==> src/rtl/core/bba_pkg.sv <==
// ----------------------------------------------------------------------------
// bba_pkg
// Shared types, codes and helper functions of the buddy block allocator.
// ----------------------------------------------------------------------------
`default_nettype none

package bba_pkg;

    // field widths of the request and result transfers
    localparam int SIZE_W      = 17;
    localparam int ADDR_W      = 33;
    localparam int CNT_W       = 32;
    localparam int STATUS_W    = 2;
    localparam int MAX_ORD_W   = 4;

    // order arithmetic, wide enough for any region order up to 31
    localparam int ORDER_W     = 5;

    // bitmap rows
    localparam int ROW_W       = 32;
    localparam int ROW_BW      = 5;

    // configuration port
    localparam int PADDR_W     = 3;
    localparam int PDATA_W     = 32;

    typedef logic [ORDER_W-1:0]  order_t;
    typedef logic [STATUS_W-1:0] status_t;

    localparam status_t STATUS_OK       = 2'd0;
    localparam status_t STATUS_BAD_SIZE = 2'd1;
    localparam status_t STATUS_FULL     = 2'd2;

    typedef enum logic
    {
        OP_ALLOC = 1'b0,
        OP_FREE  = 1'b1
    } op_t;

    // register index, taken from paddr[2]
    localparam logic REG_MAX_ORDER = 1'b0;
    localparam logic REG_BASE      = 1'b1;

    localparam logic [MAX_ORD_W-1:0] MAX_ORDER_RESET = 4'd12;

    typedef enum logic [3:0]
    {
        ST_CLEAR,
        ST_IDLE,
        ST_DECODE,
        ST_LOCATE,
        ST_SRCH_RD,
        ST_SRCH_CHK,
        ST_ADDR,
        ST_ANC_RD,
        ST_ANC_WR,
        ST_BUD_RD,
        ST_BUD_CHK,
        ST_PAR_RD,
        ST_PAR_WR,
        ST_SUB_INIT,
        ST_SUB_RD,
        ST_SUB_WR
    } state_t;

    // number of significant bits of v
    function automatic order_t bit_len(input logic [SIZE_W-1:0] v);
        order_t n;
        n = '0;
        for (int i = 0; i < SIZE_W; i++)
        begin
            if (v[i])
            begin
                n = ORDER_W'(i + 1);
            end
        end
        return n;
    endfunction

    // index of the lowest set bit, zero when none
    function automatic logic [ROW_BW-1:0] lowest_set(input logic [ROW_W-1:0] v);
        logic [ROW_BW-1:0] idx;
        idx = '0;
        for (int i = ROW_W - 1; i >= 0; i--)
        begin
            if (v[i])
            begin
                idx = ROW_BW'(i);
            end
        end
        return idx;
    endfunction

    // ones from bit lo_b up to bit hi_b inclusive
    function automatic logic [ROW_W-1:0] span_mask(input logic [ROW_BW-1:0] lo_b,
                                                   input logic [ROW_BW-1:0] hi_b);
        logic [ROW_W-1:0] ones;
        ones = '1;
        return (ones << lo_b) & (ones >> (~hi_b));
    endfunction

endpackage

`default_nettype wire

==> src/rtl/core/bba_if.sv <==
// ----------------------------------------------------------------------------
// bba_req_if / bba_rsp_if
// Valid/ready channels carrying allocator requests and results.
// ----------------------------------------------------------------------------
`default_nettype none

interface bba_req_if;
    logic                         valid;
    logic                         ready;
    logic                         operation;
    logic [bba_pkg::SIZE_W-1:0]   request_size;
    logic [bba_pkg::ADDR_W-1:0]   block_address;

    modport source (output valid, output operation, output request_size,
                    output block_address, input ready);
    modport sink   (input valid, input operation, input request_size,
                    input block_address, output ready);
endinterface

interface bba_rsp_if;
    logic                         valid;
    logic                         ready;
    logic [bba_pkg::STATUS_W-1:0] status;
    logic [bba_pkg::ADDR_W-1:0]   granted_address;
    logic [bba_pkg::SIZE_W-1:0]   granted_size;
    logic [bba_pkg::SIZE_W-1:0]   free_bytes_now;
    logic [bba_pkg::CNT_W-1:0]    alloc_requests_now;
    logic [bba_pkg::CNT_W-1:0]    size_failures_now;
    logic [bba_pkg::CNT_W-1:0]    full_failures_now;

    modport source (output valid, output status, output granted_address,
                    output granted_size, output free_bytes_now,
                    output alloc_requests_now, output size_failures_now,
                    output full_failures_now, input ready);
    modport sink   (input valid, input status, input granted_address,
                    input granted_size, input free_bytes_now,
                    input alloc_requests_now, input size_failures_now,
                    input full_failures_now, output ready);
endinterface

`default_nettype wire

==> src/rtl/core/buddy_block_allocator.sv <==
// ----------------------------------------------------------------------------
// buddy_block_allocator
// Buddy allocator over a 2^CAP_ORDER byte region, kept as a bitmap tree in a
// row memory and walked by a small sequencer one row per access.
// ----------------------------------------------------------------------------
//
//  channel   dir   handshake            carries
//  -------   ---   ------------------   -----------------------------------
//  req       in    valid / ready        operation, request_size, block_address
//  rsp       out   valid / ready        status, grant, free bytes, counters
//  apb       in    psel/penable/pready  max_block_order (0x0), base_address (0x4)
//
//  one request in flight; req.ready high only while idle
//  alloc scans the level's rows, marks ancestors, then marks the subtree rows
//  free climbs while the buddy is free, clearing each parent, then clears the subtree rows
//  a refused or full request writes no tree rows
//  after reset a clearing pass writes every bitmap row (16 rows by default)
//  a result waits in its output register; a stalled rsp holds only the next one's end
//
`default_nettype none

module buddy_block_allocator #(
    parameter int CAP_ORDER = 16,
    parameter int MIN_ORDER = 8
) (
    input  wire                           clk,
    input  wire                           rst_n,
    bba_req_if.sink                       req,
    bba_rsp_if.source                     rsp,
    input  wire                           psel,
    input  wire                           penable,
    input  wire                           pwrite,
    input  wire  [bba_pkg::PADDR_W-1:0]   paddr,
    input  wire  [bba_pkg::PDATA_W-1:0]   pwdata,
    output logic [bba_pkg::PDATA_W-1:0]   prdata,
    output logic                          pready
);

    // tree geometry: node k (heap index plus one) of depth d lies in [2^d, 2^(d+1))
    localparam int TREE_D = CAP_ORDER - MIN_ORDER;
    localparam int KW     = TREE_D + 1;
    localparam int RBW    = bba_pkg::ROW_BW;
    localparam int RW     = bba_pkg::ROW_W;
    localparam int ROW_AW = (KW > RBW) ? KW - RBW : 1;
    localparam int ROWS   = (KW > RBW) ? (1 << (KW - RBW)) : 1;
    localparam int FBW    = CAP_ORDER + 1;
    localparam int OW     = bba_pkg::ORDER_W;
    localparam int AW     = bba_pkg::ADDR_W;
    localparam int SW     = bba_pkg::SIZE_W;
    localparam int CW     = bba_pkg::CNT_W;

    localparam bba_pkg::order_t CAP_ORD  = OW'(CAP_ORDER);
    localparam bba_pkg::order_t MIN_ORD  = OW'(MIN_ORDER);
    localparam bba_pkg::order_t LEAF_LVL = OW'(TREE_D);

    function automatic logic [ROW_AW-1:0] row_of(input logic [KW-1:0] k);
        return ROW_AW'(k >> RBW);
    endfunction

    function automatic logic [RBW-1:0] bit_of(input logic [KW-1:0] k);
        return RBW'(k);
    endfunction

    // ------------------------------------------------------------------
    // registers
    // ------------------------------------------------------------------
    bba_pkg::state_t                 state_reg, state_next;

    // configuration
    logic [bba_pkg::MAX_ORD_W-1:0]   max_order_reg;
    logic [CW-1:0]                   base_reg;

    // persistent counters, shown directly on the result channel
    logic [FBW-1:0]                  free_bytes_reg, free_bytes_next;
    logic [CW-1:0]                   alloc_cnt_reg, alloc_cnt_next;
    logic [CW-1:0]                   size_fail_reg, size_fail_next;
    logic [CW-1:0]                   full_fail_reg, full_fail_next;

    // result register
    logic                            out_valid_reg, out_valid_next;
    bba_pkg::status_t                out_status_reg, out_status_next;
    logic [AW-1:0]                   out_addr_reg, out_addr_next;
    logic [SW-1:0]                   out_size_reg, out_size_next;

    // request being worked on
    bba_pkg::op_t                    op_reg, op_next;
    logic [SW-1:0]                   size_reg, size_next;
    logic [AW-1:0]                   addr_reg, addr_next;
    bba_pkg::status_t                status_reg, status_next;
    bba_pkg::order_t                 l_reg, l_next;         // block order
    bba_pkg::order_t                 d_reg, d_next;         // block depth
    bba_pkg::order_t                 top_reg, top_next;     // depth of largest blocks
    logic [AW-1:0]                   off_reg, off_next;     // block offset in region

    // tree walk
    logic [KW-1:0]                   k0_reg, k0_next;       // the block's node
    logic [KW-1:0]                   cur_k_reg, cur_k_next; // node on the upward walk
    bba_pkg::order_t                 walk_lvl_reg, walk_lvl_next;
    bba_pkg::order_t                 sub_lvl_reg, sub_lvl_next;
    logic [KW-1:0]                   lo_reg, lo_next;       // node span of this level
    logic [KW-1:0]                   hi_reg, hi_next;
    logic [ROW_AW-1:0]               row_reg, row_next;     // also the clearing sweep

    // bitmap memory
    logic [RW-1:0]                   map_mem [ROWS];
    logic [RW-1:0]                   mem_rdata_reg;
    logic [ROW_AW-1:0]               mem_addr;
    logic                            mem_we;
    logic [RW-1:0]                   mem_wdata;

    // ------------------------------------------------------------------
    // ports
    // ------------------------------------------------------------------
    assign req.ready              = (state_reg == bba_pkg::ST_IDLE);
    assign rsp.valid              = out_valid_reg;
    assign rsp.status             = out_status_reg;
    assign rsp.granted_address    = out_addr_reg;
    assign rsp.granted_size       = out_size_reg;
    assign rsp.free_bytes_now     = SW'(free_bytes_reg);
    assign rsp.alloc_requests_now = alloc_cnt_reg;
    assign rsp.size_failures_now  = size_fail_reg;
    assign rsp.full_failures_now  = full_fail_reg;

    assign pready = 1'b1;

    always_comb
    begin
        case (paddr[2])
            bba_pkg::REG_MAX_ORDER: prdata = bba_pkg::PDATA_W'(max_order_reg);
            bba_pkg::REG_BASE:      prdata = base_reg;
            default:                prdata = '0;
        endcase
    end

    // ------------------------------------------------------------------
    // bitmap memory: one port, registered read
    // ------------------------------------------------------------------
    always_ff @(posedge clk)
    begin
        if (mem_we)
        begin
            map_mem[mem_addr] <= mem_wdata;
        end
        mem_rdata_reg <= map_mem[mem_addr];
    end

    // ------------------------------------------------------------------
    // sequencer
    // ------------------------------------------------------------------
    always_comb
    begin
        bba_pkg::order_t   m_ord;
        bba_pkg::order_t   sz_len;
        bba_pkg::order_t   alloc_l;
        bba_pkg::order_t   lvl_dn;
        logic [SW-1:0]     size_m1;
        logic [AW-1:0]     off_calc;
        logic              bad;
        logic              pow2;
        logic [KW-1:0]     level_first;
        logic [KW-1:0]     par_k;
        logic [KW-1:0]     bud_k;
        logic [RBW-1:0]    lo_b;
        logic [RBW-1:0]    hi_b;
        logic [RW-1:0]     row_mask;
        logic [RW-1:0]     free_vec;
        logic [FBW-1:0]    gsize_fb;
        logic [FBW:0]      fb_sum;
        logic [FBW:0]      fb_cap;

        // largest grantable order, capped at the region
        m_ord = (OW'(max_order_reg) > CAP_ORD) ? CAP_ORD : OW'(max_order_reg);

        size_m1  = size_reg - SW'(1);
        sz_len   = bba_pkg::bit_len(size_m1);
        alloc_l  = (sz_len < MIN_ORD) ? MIN_ORD : sz_len;
        off_calc = addr_reg - AW'(base_reg);
        pow2     = (size_reg != '0) && ((size_reg & size_m1) == '0);

        level_first = KW'(1) << d_reg;
        par_k       = cur_k_reg >> 1;
        bud_k       = cur_k_reg ^ KW'(1);
        lvl_dn      = walk_lvl_reg - OW'(1);

        // bits of the current row inside the span [lo, hi]
        lo_b     = (row_reg == row_of(lo_reg)) ? bit_of(lo_reg) : '0;
        hi_b     = (row_reg == row_of(hi_reg)) ? bit_of(hi_reg) : '1;
        row_mask = bba_pkg::span_mask(lo_b, hi_b);
        free_vec = ~mem_rdata_reg & row_mask;

        gsize_fb = FBW'(1) << l_reg;
        fb_sum   = (FBW+1)'(free_bytes_reg) + (FBW+1)'(size_reg);
        fb_cap   = (FBW+1)'(1) << CAP_ORDER;

        bad = 1'b0;

        state_next      = state_reg;
        free_bytes_next = free_bytes_reg;
        alloc_cnt_next  = alloc_cnt_reg;
        size_fail_next  = size_fail_reg;
        full_fail_next  = full_fail_reg;
        out_valid_next  = out_valid_reg && !rsp.ready;
        out_status_next = out_status_reg;
        out_addr_next   = out_addr_reg;
        out_size_next   = out_size_reg;
        op_next         = op_reg;
        size_next       = size_reg;
        addr_next       = addr_reg;
        status_next     = status_reg;
        l_next          = l_reg;
        d_next          = d_reg;
        top_next        = top_reg;
        off_next        = off_reg;
        k0_next         = k0_reg;
        cur_k_next      = cur_k_reg;
        walk_lvl_next   = walk_lvl_reg;
        sub_lvl_next    = sub_lvl_reg;
        lo_next         = lo_reg;
        hi_next         = hi_reg;
        row_next        = row_reg;

        mem_addr  = row_reg;
        mem_we    = 1'b0;
        mem_wdata = '0;

        case (state_reg)
            bba_pkg::ST_CLEAR:
            begin
                mem_we = 1'b1;
                if (row_reg == ROW_AW'(ROWS - 1))
                begin
                    row_next   = '0;
                    state_next = bba_pkg::ST_IDLE;
                end
                else
                begin
                    row_next = row_reg + ROW_AW'(1);
                end
            end

            bba_pkg::ST_IDLE:
            begin
                if (req.valid)
                begin
                    op_next    = bba_pkg::op_t'(req.operation);
                    size_next  = req.request_size;
                    addr_next  = req.block_address;
                    state_next = bba_pkg::ST_DECODE;
                end
            end

            bba_pkg::ST_DECODE:
            begin
                if (op_reg == bba_pkg::OP_ALLOC)
                begin
                    bad    = (m_ord < MIN_ORD) || (size_reg == '0) || (sz_len > m_ord);
                    l_next = alloc_l;
                    d_next = CAP_ORD - alloc_l;
                end
                else
                begin
                    bad = !pow2 || (m_ord < MIN_ORD) || (sz_len < MIN_ORD)
                          || (sz_len > m_ord) || (addr_reg < AW'(base_reg))
                          || ((off_calc >> CAP_ORDER) != '0)
                          || ((off_calc[SW-1:0] & size_m1) != '0);
                    l_next = sz_len;
                    d_next = CAP_ORD - sz_len;
                end
                top_next    = CAP_ORD - m_ord;
                off_next    = off_calc;
                status_next = bad ? bba_pkg::STATUS_BAD_SIZE : bba_pkg::STATUS_OK;
                state_next  = bad ? bba_pkg::ST_ADDR : bba_pkg::ST_LOCATE;
            end

            bba_pkg::ST_LOCATE:
            begin
                if (op_reg == bba_pkg::OP_ALLOC)
                begin
                    // scan the whole level for the lowest free node
                    lo_next    = level_first;
                    hi_next    = (level_first << 1) - KW'(1);
                    row_next   = row_of(level_first);
                    state_next = bba_pkg::ST_SRCH_RD;
                end
                else
                begin
                    k0_next       = level_first + KW'(off_reg >> l_reg);
                    cur_k_next    = level_first + KW'(off_reg >> l_reg);
                    walk_lvl_next = d_reg;
                    state_next    = (d_reg > top_reg) ? bba_pkg::ST_BUD_RD
                                                      : bba_pkg::ST_SUB_INIT;
                end
            end

            bba_pkg::ST_SRCH_RD:
            begin
                state_next = bba_pkg::ST_SRCH_CHK;
            end

            bba_pkg::ST_SRCH_CHK:
            begin
                if (free_vec != '0)
                begin
                    k0_next    = KW'({row_reg, bba_pkg::lowest_set(free_vec)});
                    state_next = bba_pkg::ST_ADDR;
                end
                else if (row_reg == row_of(hi_reg))
                begin
                    status_next = bba_pkg::STATUS_FULL;
                    state_next  = bba_pkg::ST_ADDR;
                end
                else
                begin
                    row_next   = row_reg + ROW_AW'(1);
                    state_next = bba_pkg::ST_SRCH_RD;
                end
            end

            // offset of the found block; failures pass straight to the result
            bba_pkg::ST_ADDR:
            begin
                if (status_reg != bba_pkg::STATUS_OK)
                begin
                    state_next = bba_pkg::ST_SUB_WR;
                    if (!out_valid_reg || rsp.ready)
                    begin
                        state_next = bba_pkg::ST_IDLE;
                        out_valid_next  = 1'b1;
                        out_status_next = status_reg;
                        out_addr_next   = '0;
                        out_size_next   = '0;
                        if (op_reg == bba_pkg::OP_ALLOC)
                        begin
                            alloc_cnt_next = alloc_cnt_reg + CW'(1);
                            if (status_reg == bba_pkg::STATUS_FULL)
                            begin
                                full_fail_next = full_fail_reg + CW'(1);
                            end
                            else
                            begin
                                size_fail_next = size_fail_reg + CW'(1);
                            end
                        end
                    end
                    else
                    begin
                        state_next = bba_pkg::ST_ADDR;
                    end
                end
                else
                begin
                    off_next      = AW'(k0_reg - lo_reg) << l_reg;
                    cur_k_next    = k0_reg;
                    walk_lvl_next = d_reg;
                    state_next    = (d_reg > top_reg) ? bba_pkg::ST_ANC_RD
                                                      : bba_pkg::ST_SUB_INIT;
                end
            end

            // alloc: mark ancestors up to the top level, stop at one already set
            bba_pkg::ST_ANC_RD:
            begin
                mem_addr   = row_of(par_k);
                state_next = bba_pkg::ST_ANC_WR;
            end

            bba_pkg::ST_ANC_WR:
            begin
                mem_addr = row_of(par_k);
                if (mem_rdata_reg[bit_of(par_k)])
                begin
                    state_next = bba_pkg::ST_SUB_INIT;
                end
                else
                begin
                    mem_we        = 1'b1;
                    mem_wdata     = mem_rdata_reg | (RW'(1) << bit_of(par_k));
                    cur_k_next    = par_k;
                    walk_lvl_next = lvl_dn;
                    state_next    = (lvl_dn > top_reg) ? bba_pkg::ST_ANC_RD
                                                       : bba_pkg::ST_SUB_INIT;
                end
            end

            // free: clear parents while the buddy is free
            bba_pkg::ST_BUD_RD:
            begin
                mem_addr   = row_of(bud_k);
                state_next = bba_pkg::ST_BUD_CHK;
            end

            bba_pkg::ST_BUD_CHK:
            begin
                state_next = mem_rdata_reg[bit_of(bud_k)] ? bba_pkg::ST_SUB_INIT
                                                          : bba_pkg::ST_PAR_RD;
            end

            bba_pkg::ST_PAR_RD:
            begin
                mem_addr   = row_of(par_k);
                state_next = bba_pkg::ST_PAR_WR;
            end

            bba_pkg::ST_PAR_WR:
            begin
                mem_addr      = row_of(par_k);
                mem_we        = 1'b1;
                mem_wdata     = mem_rdata_reg & ~(RW'(1) << bit_of(par_k));
                cur_k_next    = par_k;
                walk_lvl_next = lvl_dn;
                state_next    = (lvl_dn > top_reg) ? bba_pkg::ST_BUD_RD
                                                   : bba_pkg::ST_SUB_INIT;
            end

            // whole subtree below the block, one row per read/write pair
            bba_pkg::ST_SUB_INIT:
            begin
                lo_next      = k0_reg;
                hi_next      = k0_reg;
                row_next     = row_of(k0_reg);
                sub_lvl_next = d_reg;
                state_next   = bba_pkg::ST_SUB_RD;
            end

            bba_pkg::ST_SUB_RD:
            begin
                state_next = bba_pkg::ST_SUB_WR;
            end

            bba_pkg::ST_SUB_WR:
            begin
                if (status_reg == bba_pkg::STATUS_OK)
                begin
                    mem_we    = 1'b1;
                    mem_wdata = (op_reg == bba_pkg::OP_ALLOC) ? (mem_rdata_reg | row_mask)
                                                              : (mem_rdata_reg & ~row_mask);
                end
                if (status_reg != bba_pkg::STATUS_OK || row_reg == row_of(hi_reg))
                begin
                    if (status_reg != bba_pkg::STATUS_OK || sub_lvl_reg == LEAF_LVL)
                    begin
                        // finished: hand over the result once the output is free
                        status_next = bba_pkg::STATUS_OK;
                        state_next  = bba_pkg::ST_SUB_WR;
                        if (!out_valid_reg || rsp.ready)
                        begin
                            state_next      = bba_pkg::ST_IDLE;
                            out_valid_next  = 1'b1;
                            out_status_next = bba_pkg::STATUS_OK;
                            if (op_reg == bba_pkg::OP_ALLOC)
                            begin
                                alloc_cnt_next  = alloc_cnt_reg + CW'(1);
                                out_addr_next   = AW'(base_reg) + off_reg;
                                out_size_next   = SW'(1) << l_reg;
                                free_bytes_next = (free_bytes_reg >= gsize_fb)
                                                  ? (free_bytes_reg - gsize_fb) : '0;
                            end
                            else
                            begin
                                out_addr_next   = '0;
                                out_size_next   = '0;
                                free_bytes_next = (fb_sum > fb_cap) ? FBW'(fb_cap)
                                                                    : FBW'(fb_sum);
                            end
                        end
                        // last row is written now, the waiting cycles skip the write
                        if (state_next == bba_pkg::ST_SUB_WR)
                        begin
                            status_next = bba_pkg::STATUS_BAD_SIZE;
                        end
                    end
                    else
                    begin
                        lo_next      = lo_reg << 1;
                        hi_next      = (hi_reg << 1) | KW'(1);
                        row_next     = row_of(lo_reg << 1);
                        sub_lvl_next = sub_lvl_reg + OW'(1);
                        state_next   = bba_pkg::ST_SUB_RD;
                    end
                end
                else
                begin
                    row_next   = row_reg + ROW_AW'(1);
                    state_next = bba_pkg::ST_SUB_RD;
                end
            end

            default:
            begin
                state_next = bba_pkg::ST_IDLE;
            end
        endcase
    end

    // ------------------------------------------------------------------
    // control state
    // ------------------------------------------------------------------
    always_ff @(posedge clk or negedge rst_n)
    begin
        if (!rst_n)
        begin
            state_reg      <= bba_pkg::ST_CLEAR;
            row_reg        <= '0;
            out_valid_reg  <= 1'b0;
            free_bytes_reg <= FBW'(1) << CAP_ORDER;
            alloc_cnt_reg  <= '0;
            size_fail_reg  <= '0;
            full_fail_reg  <= '0;
            max_order_reg  <= bba_pkg::MAX_ORDER_RESET;
            base_reg       <= '0;
        end
        else
        begin
            state_reg      <= state_next;
            row_reg        <= row_next;
            out_valid_reg  <= out_valid_next;
            free_bytes_reg <= free_bytes_next;
            alloc_cnt_reg  <= alloc_cnt_next;
            size_fail_reg  <= size_fail_next;
            full_fail_reg  <= full_fail_next;
            // configuration transfer on the access phase
            if (psel && penable && pwrite)
            begin
                case (paddr[2])
                    bba_pkg::REG_MAX_ORDER: max_order_reg <= pwdata[bba_pkg::MAX_ORD_W-1:0];
                    bba_pkg::REG_BASE:      base_reg      <= pwdata;
                    default:                base_reg      <= base_reg;
                endcase
            end
        end
    end

    // ------------------------------------------------------------------
    // payload
    // ------------------------------------------------------------------
    always_ff @(posedge clk)
    begin
        out_status_reg <= out_status_next;
        out_addr_reg   <= out_addr_next;
        out_size_reg   <= out_size_next;
        op_reg         <= op_next;
        size_reg       <= size_next;
        addr_reg       <= addr_next;
        status_reg     <= status_next;
        l_reg          <= l_next;
        d_reg          <= d_next;
        top_reg        <= top_next;
        off_reg        <= off_next;
        k0_reg         <= k0_next;
        cur_k_reg      <= cur_k_next;
        walk_lvl_reg   <= walk_lvl_next;
        sub_lvl_reg    <= sub_lvl_next;
        lo_reg         <= lo_next;
        hi_reg         <= hi_next;
    end

endmodule

`default_nettype wire

==> src/flat_wrapper.sv <==
// flat-port wrapper written by rule: the top's interface ports become plain ports
module buddy_block_allocator_flat 
#(
    parameter int CAP_ORDER = 16,
    parameter int MIN_ORDER = 8
)
  (clk, rst_n, psel, penable, pwrite, paddr, pwdata, prdata, pready, req_valid, req_operation, req_request_size, req_block_address, req_ready, rsp_valid, rsp_status, rsp_granted_address, rsp_granted_size, rsp_free_bytes_now, rsp_alloc_requests_now, rsp_size_failures_now, rsp_full_failures_now, rsp_ready);
  bba_req_if req_i ();
  bba_rsp_if rsp_i ();
  input  wire clk;
  input  wire rst_n;
  input  wire psel;
  input  wire penable;
  input  wire pwrite;
  input  wire  [bba_pkg::PADDR_W-1:0] paddr;
  input  wire  [bba_pkg::PDATA_W-1:0] pwdata;
  output logic [bba_pkg::PDATA_W-1:0] prdata;
  output logic pready;
  input wire logic [$bits(req_i.valid)-1:0] req_valid;
  input wire logic [$bits(req_i.operation)-1:0] req_operation;
  input wire logic [$bits(req_i.request_size)-1:0] req_request_size;
  input wire logic [$bits(req_i.block_address)-1:0] req_block_address;
  output wire logic [$bits(req_i.ready)-1:0] req_ready;
  output wire logic [$bits(rsp_i.valid)-1:0] rsp_valid;
  output wire logic [$bits(rsp_i.status)-1:0] rsp_status;
  output wire logic [$bits(rsp_i.granted_address)-1:0] rsp_granted_address;
  output wire logic [$bits(rsp_i.granted_size)-1:0] rsp_granted_size;
  output wire logic [$bits(rsp_i.free_bytes_now)-1:0] rsp_free_bytes_now;
  output wire logic [$bits(rsp_i.alloc_requests_now)-1:0] rsp_alloc_requests_now;
  output wire logic [$bits(rsp_i.size_failures_now)-1:0] rsp_size_failures_now;
  output wire logic [$bits(rsp_i.full_failures_now)-1:0] rsp_full_failures_now;
  input wire logic [$bits(rsp_i.ready)-1:0] rsp_ready;
  assign req_i.valid = req_valid;
  assign req_i.operation = req_operation;
  assign req_i.request_size = req_request_size;
  assign req_i.block_address = req_block_address;
  assign req_ready = req_i.ready;
  assign rsp_valid = rsp_i.valid;
  assign rsp_status = rsp_i.status;
  assign rsp_granted_address = rsp_i.granted_address;
  assign rsp_granted_size = rsp_i.granted_size;
  assign rsp_free_bytes_now = rsp_i.free_bytes_now;
  assign rsp_alloc_requests_now = rsp_i.alloc_requests_now;
  assign rsp_size_failures_now = rsp_i.size_failures_now;
  assign rsp_full_failures_now = rsp_i.full_failures_now;
  assign rsp_i.ready = rsp_ready;
  buddy_block_allocator #(.CAP_ORDER(CAP_ORDER), .MIN_ORDER(MIN_ORDER)) u_core (.clk(clk), .rst_n(rst_n), .req(req_i), .rsp(rsp_i), .psel(psel), .penable(penable), .pwrite(pwrite), .paddr(paddr), .pwdata(pwdata), .prdata(prdata), .pready(pready));
endmodule
==> config.mk <==
export PLATFORM = sky130hd
export DESIGN_NAME = buddy_block_allocator_flat
export DESIGN_NICKNAME = d
export VERILOG_FILES = /design/src/rtl/core/bba_pkg.sv /design/src/rtl/core/bba_if.sv /design/src/rtl/core/buddy_block_allocator.sv /design/src/flat_wrapper.sv
export SDC_FILE = /design/constraint.sdc
export NUM_CORES = 2
export LEC_CHECK = 0
export BUFFER_PORTS_ARGS = -buffer_cell sky130_fd_sc_hd__buf_2
export CAP_MARGIN = 10
export CORE_MARGIN = 1
export CORE_UTILIZATION = 45
export CTS_CLUSTER_DIAMETER = 120
export DETAILED_ROUTE_END_ITERATION = 8
export GPL_ROUTABILITY_DRIVEN = 0
export PLACE_DENSITY_LB_ADDON = 0.3
export SETUP_SLACK_MARGIN = 0.1
export SKIP_CTS_REPAIR_TIMING = 1
export SLEW_MARGIN = 10
export SYNTH_ARGS = -nofsm -noshare
export SYNTH_HDL_FRONTEND = slang
export SYNTH_SLANG_ARGS = --single-unit
==> constraint.sdc <==
create_clock -name clk -period 15.37 [get_ports clk]
set_clock_uncertainty 0.1 [all_clocks]
set_input_delay 2.3055 -clock clk [delete_from_list [all_inputs] [get_ports clk]]
set_output_delay 2.3055 -clock clk [all_outputs]
set_load 0.02 [all_outputs]
### After elaboration in Yosys (flattened, before gate mapping)

Memories as Yosys holds them, arrays and structs flattened. A register that Yosys moved wholly into a read port is not among the register bits.
Index checks and enable logic that the tools add are counted.

* register bits after elaboration: 357
* output and inout bits: 200
* memories: 1
* RAM bits: 512
* logic and storage cells: 333

Memory list
* u_core.map_mem: depth 16, bits a word 32, rd ports 1, clocked after memory_dff 1, write ports 1, RTL line buddy_block_allocator.sv:105 `logic [RW-1:0] map_mem [ROWS];`

* eq/ne operators: 38
* bitwise operators: 16
* add/subtract/negate cells: 17
* multiplexer cells: 164
* $lt $le $gt $ge: 11
* reduce and logical (&&, ||, !) cells: 53
* shift-type cells: 7

Operators with widths (count)
* two-way mux 5 bit: 59
* two-way mux 32 bit: 8
* two-way mux 33 bit: 7
* two-way mux 17 bit: 9
* case mux 33 bit (2 select lines): 2
* bitwise AND 32 bit: 4
* case mux 32 bit (2 select lines): 2
* adder 32 x 1 -> 32 bit, second input constant: 3
* NOT 32 bit: 3
* case mux 32 bit (3 select lines): 1
* two-way mux 9 bit: 10
* two-way mux 4 bit: 20
* bitwise OR 32 bit: 2
* case mux 4 bit (16 select lines): 1
* case mux 9 bit (3 select lines): 2
* == test 4 bit, second input constant: 10
* case mux 9 bit (4 select lines): 1
* bitwise AND 17 bit: 2
* logical NOT 17 bit: 2
* case mux 17 bit (2 select lines): 1
* nonzero test 17 bit: 2
* adder 32 x 33 -> 33 bit: 1
* < comparator 33 x 32 -> 1 bit: 1
* nonzero test 33 bit: 1
* other kinds (65): 152

### Logic depth before layout (Yosys ltp)

* word-level depth: 40
* gate-level depth with buffers: 24
* depth with buffers taken out: 24

### Worst setup path after synthesis

No wires, ideal clock.

* kind: input to register
* from: input rsp_ready
* to: register u_core.alloc_cnt_reg[23], in the netlist u_core.rsp.alloc_requests_now[23]
* arrival time: 6.680 ns
* path slack: 8.461 ns
* cell stages on the path: 13
* path buffers: 3
* required time: 15.141 ns
* setup time: 0.129 ns
* cells stage by stage: nand2b_1 nand3_1 a211oi_2 and2_0 buf_2 nand3_1 or3_1 clkbuf_1 nor3_2 and4_1 clkbuf_1 nand4_1 xnor2_1

* cells in the longest elaborated chain, start to end: 5
* elaborated cells between the ends (all ways): 6

Ends and longest elaborated chain
* start: declaration: RTL line flat_wrapper.sv:32 `input wire logic [$bits(rsp_i.ready)-1:0] rsp_ready;`
* logical OR 1 bit *: RTL line buddy_block_allocator.sv:325, buddy_block_allocator.sv:445
* two-way mux 32 bit *
* two-way mux 32 bit (2 in series)
* case mux 32 bit (2 select lines) *
* end signal: assignment: RTL line buddy_block_allocator.sv:518 `alloc_cnt_reg <= alloc_cnt_next;`
* end: declaration: RTL line buddy_block_allocator.sv:75 `logic [CW-1:0] alloc_cnt_reg, alloc_cnt_next;`

Mark *: on every way between the ends. The rest lies on a longest branch, timed or not. The select of a mux whose other input is x is not followed.
A chain may end at the register's enable or synchronous reset.

### Worst setup path after layout

* from: register u_core.size_reg[1]
* to: register u_core.status_reg[0] (data pin)

* cells in the longest elaborated chain, start to end: 27
* elaborated cells between the ends (all ways): 39

Ends and longest elaborated chain
* start: declaration: RTL line buddy_block_allocator.sv:87 `logic [SW-1:0] size_reg, size_next;`
* start signal: assignment: RTL line buddy_block_allocator.sv:542 `size_reg <= size_next;`
* subtractor 17 x 1 -> 17 bit: RTL line buddy_block_allocator.sv:174 `size_m1 = size_reg - SW'(1);`
* two-way mux 5 bit (16 in series): RTL line bba_pkg.sv:72 `if (v[i])`
* < comparator 5 x 4 -> 1 bit: RTL line buddy_block_allocator.sv:262 `bad = !pow2 || (m_ord < MIN_ORD) || (sz_len < MIN_ORD)`
* logical OR 1 bit: RTL line buddy_block_allocator.sv:262
* logical OR 1 bit (2 in series): RTL line buddy_block_allocator.sv:263 `|| (sz_len > m_ord) || (addr_reg < AW'(base_reg))`
* logical OR 1 bit: RTL line buddy_block_allocator.sv:264 `|| ((off_calc >> CAP_ORDER) != '0)`
* logical OR 1 bit: RTL line buddy_block_allocator.sv:265 `|| ((off_calc[SW-1:0] & size_m1) != '0);`
* two-way mux 1 bit *: RTL line buddy_block_allocator.sv:254 `if (op_reg == bba_pkg::OP_ALLOC)`
* two-way mux 1 bit *: RTL line buddy_block_allocator.sv:226 `case (state_reg)`
* two-way mux 1 bit *: RTL line buddy_block_allocator.sv:271 `status_next = bad ? bba_pkg::STATUS_BAD_SIZE : bba_pkg::STATUS_OK;`
* case mux 2 bit (3 select lines) *: RTL line buddy_block_allocator.sv:226
* named net u_core.status_next[0]: RTL line buddy_block_allocator.sv:89 `bba_pkg::status_t status_reg, status_next;`
* end signal: assignment: RTL line buddy_block_allocator.sv:544 `status_reg <= status_next;`
* end: declaration: RTL line buddy_block_allocator.sv:89

Mark *: on every way through the listed nets, which the timed path passes. The rest lies on a longest branch. The select of a mux whose other input is x is not followed.

==> impl_metrics.py <==
metrics = {
    "run_status": {
        "status": "finished, final reports clean",
    },
    "timing": {
        "setup_viol": 0,
        "min_period_ps": 7170,
        "slew_headroom_pct": 16.2,
        "setup-tns-final_ps": 0,
        "finalCritPeriodShare_pct": 46.7,
        "rsz0062_at_grt": "no",
        "worst_pin_slew_ps": 1260,
        "finalHoldViolCount": 0,
        "clock.fmax_ghz": 0.139,
        "maxSlewViolCount": 0,
        "setup_slack_ps": 8200,
    },
    "routing": {
        "drt_iter0_drc": 3621,
        "drc": 0,
        "routedWlPerCell_um": 23.0,
        "drt-total-wl_mm": 125,
        "ant_nets": 0,
        "dr.pass1.iters": 7,
        "via_per_inst": 5.96,
        "routed-via-count": 32434,
    },
    "placement": {
        "io_buffers": 289,
        "hpwlAfterDp_mm": 84.1,
        "place_ws_ps": 8490,
    },
    "final_layout": {
        "largest_register": "u_core.map_mem",
        "drive_gt1_share_pct": 20.0,
        "n_fill_cell": 8687,
        "largest_reg_flops": 512,
        "nets": 4243,
        "syn2layout_area_growth_pct": 14.2,
    },
    "synthesis": {
        "synth-async-reset-ratio_pct": 17.6,
        "yosysTopAreaCell": "edfxtp_1",
        "netlist_area_mm2": 0.0464,
        "syn_nets": 3966,
        "synth_edf_count": 710,
        "yosys_warnings": 0,
        "synth-main-ff-cell": "edfxtp_1",
        "yosys-top-cells-count": "edfxtp_1 (710), nand2_1 (309), nor2_1 (299)",
        "post-synth-top-count-cell": "edfxtp_1",
        "yosys-top-cells-area": "edfxtp_1 (46%), mux4_2 (9.0%), dfrtp_1 (8.4%)",
        "yosysSeqAreaShare_pct": 55.9,
        "yosysTopAreaCellShare_pct": 46.0,
        "synth_area_per_cell_um2": 12.5,
        "ys_types": 104,
        "synth-seq-cells": 900,
        "synth_cells": 3710,
    },
    "floorplan": {
        "row_count": 117,
        "coreArea_mm2": 0.102,
        "initial_utilization_pct": 45.5,
        "pin_count": 293,
        "fp.dieArea_mm2": 0.104,
        "die_w_um": 323,
        "fp.dieH_um": 323,
    },
    "setup_path": {
        "max_stage_delay_ps": 780,
        "cp.depth": 21,
        "cp-end-kind": "flop",
        "cpMaxStageDelayCell": "a2111oi_0",
        "r2r_slack_ps": 8200,
        "path_class": "reg2reg",
        "worstPathRequired_ps": 15670,
        "crit_path_start_kind": "flop",
        "cp_common_cell": "ha_1",
        "setup.worst_path.start": "u_core.size_reg[1]",
        "crit_fanout": 5,
        "arrival_ps": 7480,
        "worstPathCellList": "inv_1, ha_1, inv_1, or4b_1, or4_1, or4_1, or3_1, ha_1, nand4_1, nor2_1, nor2_1, ha_1, a21oi_1, o21ai_0, a2111oi_0, nand3_1, nor4_1, o2111ai_1, and4b_1, and4_1, o22ai_1",
        "critical_path_buf_inv_count": 2,
        "r2r-end": "u_core.status_reg[0]",
        "r2r_start": "u_core.size_reg[1]",
        "rr_worst_depth": 21,
        "crit_end": "u_core.status_reg[0]",
        "critPathTopFamily": "simple AND/OR/NAND/NOR gates",
    },
    "cts": {
        "clock_latency_ps": 690,
        "cts_buffers": 95,
        "cts_tree": "built",
        "path_clk_slew_ps": 70,
        "cts_sinks": 900,
        "cts_htree_levels": 3,
        "ctsLongestPathBuffers": 3,
        "cts_root_buffer": "clkbuf_16",
    },
    "pwr": {
        "power_density_mw_per_mm2": 193,
        "ir_drop_mv": 0.146,
        "pwr-share-seq_pct": 35.0,
        "clock_power_share_pct": 24.0,
        "power.leakage_nw": 19.9,
        "intPower_mw": 6.37,
        "swShare_pct": 37.5,
        "combinationalPowerShare_pct": 41.1,
        "power.switching_mw": 3.82,
    },
    "hold_path": {
        "holdCritPathClass": "reg2reg",
        "hold_depth": 1,
    },
    "global_route": {
        "antenna_found_initial": 6,
        "grt_use_total_pct": 23.5,
        "grt_max_degree": 82,
        "grt_pass1_wl_mm": 186,
        "grt-ovfl-total": 0,
        "grt_pass1_vias": 30293,
    },
    "flow_run": {
        "maxCapViolations": 0,
    },
}
worst min-delay path by stage:
stage,start,to,slack (ps)
4_1_cts,u_core.rsp.full_failures_now[31],u_core.rsp.full_failures_now[31],370
5_1_grt,u_core.rsp.alloc_requests_now[31],u_core.rsp.alloc_requests_now[31],390
6_report,u_core.rsp.full_failures_now[31],u_core.rsp.full_failures_now[31],370
3_3_place_gp,u_core.rsp.full_failures_now[31],u_core.rsp.full_failures_now[31],360
2_1_floorplan,u_core.max_order_reg[0],u_core.top_reg[0],390
3_5_place_dp,u_core.rsp.alloc_requests_now[31],u_core.rsp.alloc_requests_now[31],360
layer usage:
metal  vias to the layer above  wire (um)  share of wire (%)  track usage [%]
met1                     16060      52000                 42             32.5
met3                       248      10100                8.0             4.09
met5                         -         35              0.028                0
li1                      14750          -                  -                -
met2                      1370      58400                 47             36.9
met4                         6       4530                3.6             8.93
power by group through the flow:
stage	Sequential (mW)	Clock, mW	Combinational (mW)
CTS	3.55	2.48	4.16
floorplan	3.47	0	3.06
global route	3.59	2.58	4.55
global placement	3.59	0	4.08
finish	3.56	2.44	4.18
detailed placement	3.60	0	4.13
metrics by stage:
stage	power, mW	cell area (um^2)	util, %	hold slack (ps)	std cells
2_1_floorplan	6.53	46400	-	391	3710
3_3_place_gp	7.67	49500	48.5	357	5255
3_5_place_dp	7.73	49500	48.5	364	5255
4_1_cts	10.2	52900	51.9	372	5433
5_1_grt	10.7	52900	51.9	387	5438
6_report	10.2	52900	51.9	369	5442
layout make-up:
class	count	area [um^2]	area share, %
antenna	6	15.0	0.0284
clock inverter	50	703	1.33
inverter	133	499	0.943
tap	1368	1710	3.23
sequential	900	25900	49.0
timing repair buffer	353	1930	3.65
multi-input combinational	2504	19400	36.7
clock buffer	128	2700	5.09
cell usage in the layout (no fill, tap or decap), types with 14 or more instances in the layout:
cell type and count:
nand2b_1 28, nor2_4 17, mux2i_1 40, xor2_1 77, clkbuf_16 98, mux4_2 185, a211oi_1 28, edfxtp_1 710
mux2_2 51, or3_1 20, xnor2_1 123, clkinv_2 14, o21a_1 22, buf_4 61, a31oi_1 31, clkbuf_1 17
o211ai_1 14, o22ai_1 48, nor2_1 281, nand4_1 28, nand3_1 80, nor3_1 77, a21oi_1 224, nor2b_1 40
dfrtp_1 155, o21ai_0 158, dfxtp_1 32, clkinv_1 14, ha_1 157, and2_1 45, a21o_1 43, buf_2 288
a22oi_1 82, nand2_1 309, and3_1 41, nor4_1 20, inv_1 127
cell families (layout without fill, tap and decap cells):
family	Yosys count	count (layout)	synth area share, %
other	1	7	0.00809
adders and majority gates	163	163	4.50
buffers and inverters	306	664	2.59
xor gates and xnor gates	200	200	3.78
muxes	276	276	11.1
AOI/OAI and AO/OA	799	799	11.1
and+or+nand+nor	1065	1065	11.1
DFF	900	900	55.9
(Power assumes the default switching activity.)
